File: src/rtl/scvm_pkg.sv
package scvm_pkg;

  // Result kinds as they appear on the result channel
  typedef enum logic [2:0] {
    EV_CHAR_OUT = 3'd0,
    EV_CHAR_VM  = 3'd1,
    EV_FOCUS    = 3'd2,
    EV_VERBOSE  = 3'd3,
    EV_BREAK    = 3'd4
  } event_kind_t;

  // Characters the escape decoder and the line store look for
  localparam logic [7:0] ESC_CODE   = 8'h1b;
  localparam logic [7:0] CHAR_N     = 8'h6e;
  localparam logic [7:0] CHAR_S     = 8'h73;
  localparam logic [7:0] CHAR_LF    = 8'h0a;
  localparam logic [7:0] CHAR_CR    = 8'h0d;
  localparam logic [7:0] CHAR_SPACE = 8'h20;

  // Field widths fixed by the item formats
  localparam int SLOT_W = 4;
  localparam int POS_W  = 5;
  localparam int MASK_W = 16;

  // Access request from the sequencer to the stores
  typedef struct packed {
    logic              len_rd;
    logic              len_we;
    logic [SLOT_W-1:0] len_slot;
    logic [POS_W-1:0]  len_wdata;
    logic              line_rd;
    logic              line_we;
    logic [SLOT_W-1:0] line_slot;
    logic [POS_W-1:0]  line_pos;
    logic [7:0]        line_wdata;
  } store_req_t;

  // Registered read data from the stores
  typedef struct packed {
    logic [POS_W-1:0] len_q;
    logic [7:0]       line_q;
  } store_rsp_t;

  // One result beat
  typedef struct packed {
    event_kind_t       kind;
    logic [7:0]        data;
    logic [SLOT_W-1:0] focus;
    logic              verbose;
    logic              last;
  } result_t;

endpackage

File: src/rtl/scvm_if.sv
interface scvm_item_if;
  logic       valid;
  logic       ready;
  logic       command;
  logic [3:0] source_vm;
  logic [7:0] data_byte;

  modport source(output valid, command, source_vm, data_byte, input ready);
  modport sink(input valid, command, source_vm, data_byte, output ready);
endinterface

interface scvm_result_if;
  logic       valid;
  logic       ready;
  logic [2:0] event_kind;
  logic [7:0] out_byte;
  logic [3:0] focus_slot;
  logic       verbose_on;
  logic       last_of_run;

  modport source(output valid, event_kind, out_byte, focus_slot, verbose_on, last_of_run,
                 input ready);
  modport sink(input valid, event_kind, out_byte, focus_slot, verbose_on, last_of_run,
               output ready);
endinterface

File: src/rtl/scvm_store.sv
module scvm_store #(
  parameter int VM_SLOTS  = 16,
  parameter int LINE_SIZE = 32
) (
  input  logic                   clk,
  input  logic                   rst,
  input  scvm_pkg::store_req_t   req,
  output scvm_pkg::store_rsp_t   rsp
);
  import scvm_pkg::*;

  localparam int SW    = $clog2(VM_SLOTS);
  localparam int DEPTH = VM_SLOTS * LINE_SIZE;
  localparam int AW    = $clog2(DEPTH);

  logic [POS_W-1:0] len_mem [VM_SLOTS];
  logic [VM_SLOTS-1:0] len_valid;
  logic [7:0]       line_mem [DEPTH];
  logic [SW-1:0]    len_idx;
  logic [AW-1:0]    line_addr;
  logic [POS_W-1:0] len_q;
  logic [7:0]       line_q;

  assign len_idx   = req.len_slot[SW-1:0];
  assign line_addr = AW'(int'(req.line_slot) * LINE_SIZE + int'(req.line_pos));

  // Mark a length entry written; an unwritten entry reads as zero
  always_ff @(posedge clk) begin
    if (rst) begin
      len_valid <= '0;
    end else if (req.len_we) begin
      len_valid[len_idx] <= 1'b1;
    end
  end

  // Line length memory, one entry per slot
  always_ff @(posedge clk) begin
    if (req.len_we) begin
      len_mem[len_idx] <= req.len_wdata;
    end
    if (req.len_rd) begin
      len_q <= len_valid[len_idx] ? len_mem[len_idx] : '0;
    end
  end

  // Line store, one row of LINE_SIZE bytes per slot
  always_ff @(posedge clk) begin
    if (req.line_we) begin
      line_mem[line_addr] <= req.line_wdata;
    end
    if (req.line_rd) begin
      line_q <= line_mem[line_addr];
    end
  end

  assign rsp.len_q  = len_q;
  assign rsp.line_q = line_q;

endmodule

File: src/rtl/scvm_seq.sv
module scvm_seq #(
  parameter int VM_SLOTS  = 16,
  parameter int LINE_SIZE = 32
) (
  input  logic                          clk,
  input  logic                          rst,
  scvm_item_if.sink                     item,
  input  logic [scvm_pkg::MASK_W-1:0]   mask,
  input  logic                          emit_ok,
  output logic                          emit_valid,
  output scvm_pkg::result_t             emit,
  output scvm_pkg::store_req_t          req,
  input  scvm_pkg::store_rsp_t          rsp
);
  import scvm_pkg::*;

  typedef enum logic [2:0] {
    S_IDLE,
    S_WLEN,
    S_ESC,
    S_ONE,
    S_ROT,
    S_K2,
    S_REP
  } state_t;

  localparam logic [SLOT_W-1:0] LAST_SLOT = SLOT_W'(VM_SLOTS - 1);
  localparam logic [POS_W-1:0]  LAST_POS  = POS_W'(LINE_SIZE - 1);

  state_t            state;
  logic [7:0]        prev_char;
  logic [SLOT_W-1:0] focus;
  logic              verbose;
  logic [SLOT_W-1:0] vm_q;
  logic [7:0]        c_q;
  event_kind_t       one_kind;
  logic [7:0]        one_byte;
  logic [SLOT_W-1:0] rot_f;
  logic [SLOT_W-1:0] rot_cnt;
  logic [POS_W-1:0]  rep_len;
  logic [POS_W-1:0]  rep_idx;

  logic              accept;
  logic              prev_esc;
  logic              slot_ok;
  logic [SLOT_W-1:0] rot_next;
  logic              rot_done;
  logic              rep_last;
  logic [POS_W-1:0]  len_next;

  assign item.ready = (state == S_IDLE);
  assign accept     = item.valid && item.ready;
  assign prev_esc   = (prev_char == ESC_CODE);
  assign slot_ok    = int'(item.source_vm) < VM_SLOTS;
  assign rot_next   = (rot_f == LAST_SLOT) ? '0 : rot_f + SLOT_W'(1);
  assign rot_done   = mask[rot_next] || (rot_cnt == LAST_SLOT);
  assign rep_last   = (rep_idx + POS_W'(1)) == rep_len;

  // End of line restarts the length, otherwise advance and wrap
  always_comb begin
    if (c_q == CHAR_LF || c_q == CHAR_CR) begin
      len_next = '0;
    end else if (rsp.len_q == LAST_POS) begin
      len_next = '0;
    end else begin
      len_next = rsp.len_q + POS_W'(1);
    end
  end

  // Drive the result beat for the current state
  always_comb begin
    emit_valid   = 1'b0;
    emit.kind    = one_kind;
    emit.data    = one_byte;
    emit.focus   = focus;
    emit.verbose = verbose;
    emit.last    = 1'b1;
    case (state)
      S_ESC: begin
        emit_valid = 1'b1;
        emit.kind  = EV_CHAR_VM;
        emit.data  = ESC_CODE;
        emit.last  = 1'b0;
      end
      S_ONE: begin
        emit_valid = 1'b1;
      end
      S_K2: begin
        emit_valid = 1'b1;
        emit.kind  = EV_FOCUS;
        emit.data  = '0;
        emit.last  = (rsp.len_q == '0);
      end
      S_REP: begin
        emit_valid = 1'b1;
        emit.kind  = EV_CHAR_OUT;
        emit.data  = (rsp.line_q == '0) ? CHAR_SPACE : rsp.line_q;
        emit.last  = rep_last;
      end
      default: begin
        emit_valid = 1'b0;
      end
    endcase
  end

  // Issue store reads and writes
  always_comb begin
    req = '0;
    case (state)
      S_IDLE: begin
        req.len_rd   = accept && !item.command && slot_ok;
        req.len_slot = item.source_vm;
      end
      S_WLEN: begin
        req.line_we    = 1'b1;
        req.line_slot  = vm_q;
        req.line_pos   = rsp.len_q;
        req.line_wdata = c_q;
        req.len_we     = 1'b1;
        req.len_slot   = vm_q;
        req.len_wdata  = len_next;
      end
      S_ROT: begin
        req.len_rd   = rot_done;
        req.len_slot = rot_next;
      end
      S_K2: begin
        req.line_rd   = emit_ok && (rsp.len_q != '0);
        req.line_slot = focus;
        req.line_pos  = '0;
      end
      S_REP: begin
        req.line_rd   = emit_ok && !rep_last;
        req.line_slot = focus;
        req.line_pos  = rep_idx + POS_W'(1);
      end
      default: begin
        req = '0;
      end
    endcase
  end

  // Sequence decode, rotation and replay
  always_ff @(posedge clk) begin
    if (rst) begin
      state     <= S_IDLE;
      prev_char <= '0;
      focus     <= SLOT_W'(1);
      verbose   <= 1'b1;
    end else begin
      case (state)
        S_IDLE: begin
          if (accept) begin
            c_q  <= item.data_byte;
            vm_q <= item.source_vm;
            if (!item.command) begin
              one_kind <= EV_CHAR_OUT;
              one_byte <= (item.data_byte == '0) ? CHAR_SPACE : item.data_byte;
              state    <= slot_ok ? S_WLEN : S_ONE;
            end else if (item.data_byte == ESC_CODE) begin
              if (prev_esc) begin
                prev_char <= '0;
                one_kind  <= EV_BREAK;
                one_byte  <= '0;
                state     <= S_ONE;
              end else begin
                prev_char <= ESC_CODE;
              end
            end else if (item.data_byte == CHAR_N && prev_esc) begin
              prev_char <= '0;
              rot_f     <= focus;
              rot_cnt   <= '0;
              state     <= S_ROT;
            end else if (item.data_byte == CHAR_S && prev_esc) begin
              prev_char <= '0;
              verbose   <= ~verbose;
              one_kind  <= EV_VERBOSE;
              one_byte  <= '0;
              state     <= S_ONE;
            end else begin
              prev_char <= item.data_byte;
              one_kind  <= EV_CHAR_VM;
              one_byte  <= item.data_byte;
              if (mask[focus]) begin
                state <= prev_esc ? S_ESC : S_ONE;
              end
            end
          end
        end
        S_WLEN: begin
          state <= S_ONE;
        end
        S_ESC: begin
          if (emit_ok) begin
            state <= S_ONE;
          end
        end
        S_ONE: begin
          if (emit_ok) begin
            state <= S_IDLE;
          end
        end
        S_ROT: begin
          rot_f   <= rot_next;
          rot_cnt <= rot_cnt + SLOT_W'(1);
          if (rot_done) begin
            focus <= rot_next;
            state <= S_K2;
          end
        end
        S_K2: begin
          if (emit_ok) begin
            rep_len <= rsp.len_q;
            rep_idx <= '0;
            state   <= (rsp.len_q == '0) ? S_IDLE : S_REP;
          end
        end
        S_REP: begin
          if (emit_ok) begin
            if (rep_last) begin
              state <= S_IDLE;
            end else begin
              rep_idx <= rep_idx + POS_W'(1);
            end
          end
        end
        default: begin
          state <= S_IDLE;
        end
      endcase
    end
  end

endmodule

File: src/rtl/serial_console_vm_mux_core.sv
// Channel  | Dir | Beat
// item     | in  | command, source_vm, data_byte
// result   | out | event_kind, out_byte, focus_slot, verbose_on, last_of_run
// cfg      | in  | cfg_we, cfg_wdata (active_vm_mask)
//
// One item is in flight at a time. A VM byte is written to its line, then
// echoed (only echoed for a slot at or above VM_SLOTS). ESC n walks the slot
// mask one slot a cycle, then, while the result register accepts, gives one
// result per cycle for the focus beat and each replayed byte.
// Reset is synchronous; line lengths clear at once, no clearing pass.
// A stalled result holds the sequencer; the next item waits for the result
// register to accept the last beat of the current one.
module serial_console_vm_mux_core #(
  parameter int VM_SLOTS  = 16,
  parameter int LINE_SIZE = 32
) (
  input  logic                         clk,
  input  logic                         rst,
  scvm_item_if.sink                    item,
  scvm_result_if.source                result,
  input  logic                         cfg_we,
  input  logic [scvm_pkg::MASK_W-1:0]  cfg_wdata
);
  import scvm_pkg::*;

  logic [MASK_W-1:0] active_mask;
  logic              out_valid;
  result_t           out_q;
  logic              emit_ok;
  logic              emit_valid;
  result_t           emit;
  store_req_t        req;
  store_rsp_t        rsp;

  // Hold the active slot mask
  always_ff @(posedge clk) begin
    if (rst) begin
      active_mask <= '0;
    end else if (cfg_we) begin
      active_mask <= cfg_wdata;
    end
  end

  scvm_seq #(
    .VM_SLOTS  (VM_SLOTS),
    .LINE_SIZE (LINE_SIZE)
  ) u_seq (
    .clk        (clk),
    .rst        (rst),
    .item       (item),
    .mask       (active_mask),
    .emit_ok    (emit_ok),
    .emit_valid (emit_valid),
    .emit       (emit),
    .req        (req),
    .rsp        (rsp)
  );

  scvm_store #(
    .VM_SLOTS  (VM_SLOTS),
    .LINE_SIZE (LINE_SIZE)
  ) u_store (
    .clk (clk),
    .rst (rst),
    .req (req),
    .rsp (rsp)
  );

  // Result register: load a new beat when empty or being drained
  assign emit_ok = !out_valid || result.ready;

  always_ff @(posedge clk) begin
    if (rst) begin
      out_valid <= 1'b0;
    end else if (emit_valid && emit_ok) begin
      out_valid <= 1'b1;
    end else if (result.ready) begin
      out_valid <= 1'b0;
    end
  end

  always_ff @(posedge clk) begin
    if (emit_valid && emit_ok) begin
      out_q <= emit;
    end
  end

  assign result.valid       = out_valid;
  assign result.event_kind  = out_q.kind;
  assign result.out_byte    = out_q.data;
  assign result.focus_slot  = out_q.focus;
  assign result.verbose_on  = out_q.verbose;
  assign result.last_of_run = out_q.last;

endmodule

File: src/flat_wrapper.sv
// flat-port wrapper written by rule: the top's interface ports become plain ports
module serial_console_vm_mux_core_flat import scvm_pkg::*;
#(
  parameter int VM_SLOTS  = 16,
  parameter int LINE_SIZE = 32
)
  (clk, rst, cfg_we, cfg_wdata, item_valid, item_command, item_source_vm, item_data_byte, item_ready, result_valid, result_event_kind, result_out_byte, result_focus_slot, result_verbose_on, result_last_of_run, result_ready);
  scvm_item_if item_i ();
  scvm_result_if result_i ();
  input  logic clk;
  input  logic rst;
  input  logic cfg_we;
  input  logic [scvm_pkg::MASK_W-1:0] cfg_wdata;
  input wire logic [$bits(item_i.valid)-1:0] item_valid;
  input wire logic [$bits(item_i.command)-1:0] item_command;
  input wire logic [$bits(item_i.source_vm)-1:0] item_source_vm;
  input wire logic [$bits(item_i.data_byte)-1:0] item_data_byte;
  output wire logic [$bits(item_i.ready)-1:0] item_ready;
  output wire logic [$bits(result_i.valid)-1:0] result_valid;
  output wire logic [$bits(result_i.event_kind)-1:0] result_event_kind;
  output wire logic [$bits(result_i.out_byte)-1:0] result_out_byte;
  output wire logic [$bits(result_i.focus_slot)-1:0] result_focus_slot;
  output wire logic [$bits(result_i.verbose_on)-1:0] result_verbose_on;
  output wire logic [$bits(result_i.last_of_run)-1:0] result_last_of_run;
  input wire logic [$bits(result_i.ready)-1:0] result_ready;
  assign item_i.valid = item_valid;
  assign item_i.command = item_command;
  assign item_i.source_vm = item_source_vm;
  assign item_i.data_byte = item_data_byte;
  assign item_ready = item_i.ready;
  assign result_valid = result_i.valid;
  assign result_event_kind = result_i.event_kind;
  assign result_out_byte = result_i.out_byte;
  assign result_focus_slot = result_i.focus_slot;
  assign result_verbose_on = result_i.verbose_on;
  assign result_last_of_run = result_i.last_of_run;
  assign result_i.ready = result_ready;
  serial_console_vm_mux_core #(.VM_SLOTS(VM_SLOTS), .LINE_SIZE(LINE_SIZE)) u_core (.clk(clk), .rst(rst), .item(item_i), .result(result_i), .cfg_we(cfg_we), .cfg_wdata(cfg_wdata));
endmodule
File: config.mk
export PLATFORM = sky130hd
export DESIGN_NAME = serial_console_vm_mux_core_flat
export DESIGN_NICKNAME = d
export VERILOG_FILES = /design/src/rtl/scvm_pkg.sv /design/src/rtl/scvm_if.sv /design/src/rtl/scvm_store.sv /design/src/rtl/scvm_seq.sv /design/src/rtl/serial_console_vm_mux_core.sv /design/src/flat_wrapper.sv
export SDC_FILE = /design/constraint.sdc
export NUM_CORES = 2
export LEC_CHECK = 0
export BUFFER_PORTS_ARGS = -buffer_cell sky130_fd_sc_hd__buf_2
export CORE_ASPECT_RATIO = 0.9
export CORE_MARGIN = 2
export CORE_UTILIZATION = 40
export CTS_CLUSTER_SIZE = 14
export DETAILED_ROUTE_END_ITERATION = 8
export HOLD_SLACK_MARGIN = 0.15
export SETUP_SLACK_MARGIN = 0.4
export SYNTH_ARGS = -nofsm -noshare
export SYNTH_HDL_FRONTEND = slang
export SYNTH_MEMORY_MAX_BITS = 65536
export SYNTH_SLANG_ARGS = --single-unit
export TNS_END_PERCENT = 5
File: constraint.sdc
create_clock -name clk -period 18.69 [get_ports clk]
set_clock_uncertainty 0.1 [all_clocks]
set_input_delay 3.738 -clock clk [delete_from_list [all_inputs] [get_ports clk]]
set_output_delay 3.738 -clock clk [all_outputs]
set_load 0.005 [all_outputs]
==> out/metrics.cfg <==
[layout]
multi_input_comb_area_um2=41100
nets=12500
instances_no_fill=18600
fillerInstances=38300
drive_gt1_frac=0.0824
design_area_um2=193000
seqCellArea_um2=129000
area.growth.synth_to_final_pct=11.6
final_util=0.448

[global_route]
grt_pass1_vias=104000
grt_use_total=0.231
grt_start_max_net_pins=223
antenna_found_initial=28
overflow=0
grt_pass1_wl_um=756000

[hold_path]
hp-class=flop to flop

[clock_tree]
clkTransAtPathRegs_ns=0.07
ctsHoldBuffers=0
cts.sink_count=4296
worstSkewPairLatency_ns=1.00
cts_setup_buffers=0
cts_buffers=436
cts-root-buf=clkbuf_16
post_cts_resized=0
cts_tree=yes
cts.htree.levels=5
cts_buffer_depth=4

[worst_setup_path]
required_ns=19.48
critPathKind=flop to flop
setup.worst_path.end_class=flop
cpPeakStageDelay_ns=0.90
start_kind=flop
worstPathCellList=nand4bb_4 -> nand2_4 -> buf_12 -> buf_4 -> buf_4 -> buf_4 -> a211oi_1 -> a311oi_1 -> nor3_1 -> nor4_1 -> a31oi_1 -> nand4_1 -> or4_1
r2r_setup_slack_ns=10.90
critPathMaxFanout=143
cp.arrival_ns=8.57
slowest_stage=nand4bb_4
cpMostUsedCell=buf_4

[yosys]
yosysMostFrequentCell=edfxtp_1
syn-instance-count=12700
synth_common_cells=edfxtp_1 (4,247), nand2_1 (2,785), and3_1 (711), nand3_1 (692), a211oi_1 (678)
avgSynthCellArea_um2=13.6
synthFlopType=edfxtp_1
yosys_warnings=0
ys_ff_latch=4296
ys_seq_area_frac=0.741
synth_edf_count=4247
ys_top_cells_by_area=edfxtp_1 (74%), nand2_1 (6.0%), a211oi_1 (2.9%), and3_1 (2.6%), a311oi_1 (2.4%)
yosysTopAreaCell=edfxtp_1
syn_nets=12800
synth.top_cell.area_share=0.736
async_flop_share=0
synth.cell_area_um2=173000
synth_cell_types=76

[power_and_ir_drop]
peakVddDrop_uv=83.5
power_density_nw_per_um2=119
intPower_mw=16.6
p_leak_nw=63.6
totalPowerFinal_mw=23.1
seq_power_share=0.477
clockPowerShare=0.374
p_sw_frac=0.279
power_switching_mw=6.45
comb_power_share=0.149

[detailed_routing]
drc=0
ant_nets=0
routed_wl_um=527000
routed-via-count=111000
drtIter0Drc=16200
vias_per_cell=5.97
wl_per_cell_um=28.3
first_pass_iters=8

[timing]
finalHoldViolCount=0
slew_headroom=0.0395
drv_slew=0
rsz0062_at_grt=false
worstMarginPinSlew_ns=1.44
max_freq_ghz=0.128
setup_tns_ns=0
timing.final.crit_share=0.417
finalSetupViolCount=0
min_period_ns=7.79

[die]
die-area_um2=439000
start_util=0.401
std_cell_rows=229
top_level_ports=53
core_um2=432000
die_x_um=698
die-height_um=629

[place]
gp_congestion=0.851
dp_cells=17800
io_buffers=52
placed_area_um2=179000
place_hpwl_um=301000

[job]
cap_violations=0

[outcome]
status=complete, no violations

[final timing paths]
path / start / end / cells past startpoint
worst min register to register: u_core.u_seq.prev_char[5]$_SDFFE_PP0P_ / u_core.u_seq.prev_char[5]$_SDFFE_PP0P_ / 2
worst min-delay path: u_core.u_seq.prev_char[5]$_SDFFE_PP0P_ / u_core.u_seq.prev_char[5]$_SDFFE_PP0P_ / 2
worst max-delay path: u_core.u_seq.state[0]$_SDFFE_PP0P_ / u_core.u_store.line_q[4]$_DFFE_PP_ / 13
worst max register to register: u_core.u_seq.state[0]$_SDFFE_PP0P_ / u_core.u_store.line_q[4]$_DFFE_PP_ / 13
[area by class of cell]
class                      count  share of cell area
clock buffer                 532              0.0588
antenna                       16            0.000207
tap                         5775              0.0374
timing repair buffer         331              0.0133
clock inverter               274              0.0134
sequential                  4296               0.664
multi-input combinational   7413               0.212
inverter                      11            0.000213
[metrics by stage]
step,hold slack [ns],setup slack [ns]
after floorplan,0.306,9.34
final,0.358,10.90
after global placement,0.339,10.99
after CTS,0.362,10.88
after detailed placement,0.349,10.89
after global routing,0.384,10.53
[power groups by stage]
stage	Combinational, mW	Sequential, mW	Clock, mW
4_1_cts	3.39	11.0	8.69
5_1_grt	3.63	11.0	9.07
6_report	3.45	11.0	8.64
3_5_place_dp	3.39	11.2	0
3_3_place_gp	3.36	11.2	0
2_1_floorplan	1.95	11.4	0
[layout by cell type, fill, tap and decap left out, types with 91 or more instances in the layout]
| cell type | n |
|---|---|
| a211oi_1 | 677 |
| a21oi_1 | 184 |
| a311oi_1 | 477 |
| a31oi_1 | 336 |
| and3_1 | 711 |
| buf_4 | 262 |
| clkbuf_1 | 91 |
| clkbuf_16 | 440 |
| clkinv_1 | 112 |
| edfxtp_1 | 4247 |
| mux2i_1 | 192 |
| nand2_1 | 2784 |
| nand3_1 | 673 |
| nor2_1 | 652 |
| nor3_1 | 128 |
[cells by family after synthesis]
logic type / synth area share
buf+inv: 0.0256
flops: 0.741
mux: 0.0152
simple gates: 0.131
xor+xnor: 0.000909
fa+ha+maj: 0.000433
compound gates: 0.0859
[state kept, by name (all words and copies together), names as in the netlist]
register / cells
u_core.u_store.line_mem: 4096
u_core.u_store.len_mem: 80
u_core.active_mask: 16
u_core.u_store.len_valid: 16
u_core.result.out_byte: 8
u_core.u_seq.c_q: 8
u_core.u_seq.one_byte: 8
u_core.u_seq.prev_char: 8
u_core.u_store.line_q: 8
u_core.u_seq.rep_idx: 5
u_core.u_seq.rep_len: 5
u_core.u_store.len_q: 5
u_core.result.focus_slot: 4
u_core.u_seq.focus: 4
u_core.u_seq.rot_cnt: 4
u_core.u_seq.rot_f: 4
u_core.u_seq.vm_q: 4
u_core.result.event_kind: 3
u_core.u_seq.one_kind: 3
u_core.u_seq.state: 3
u_core.result.last_of_run: 1
u_core.result.valid: 1
u_core.result.verbose_on: 1
u_core.u_seq.verbose: 1
[layer usage]
layer	track usage	wire length [um]	vias up
met2	0.344	233000	5856
met3	0.0460	56000	883
met4	0.0769	18300	6
li1	-	-	48100
met1	0.340	220000	56400
met5	0	30	-
[worst max-delay path, delay by kind of cell, from the launching register on]
| family | cells | cell delay [ns] |
|---|---|---|
| AO/OA/AOI/OAI | 3 | 0.81 |
| buffers and inverters | 4 | 2.85 |
| flip-flops | 1 | 0.48 |
| AND/OR/NAND/NOR | 6 | 3.22 |
Power figures use the tool's default switching activity.
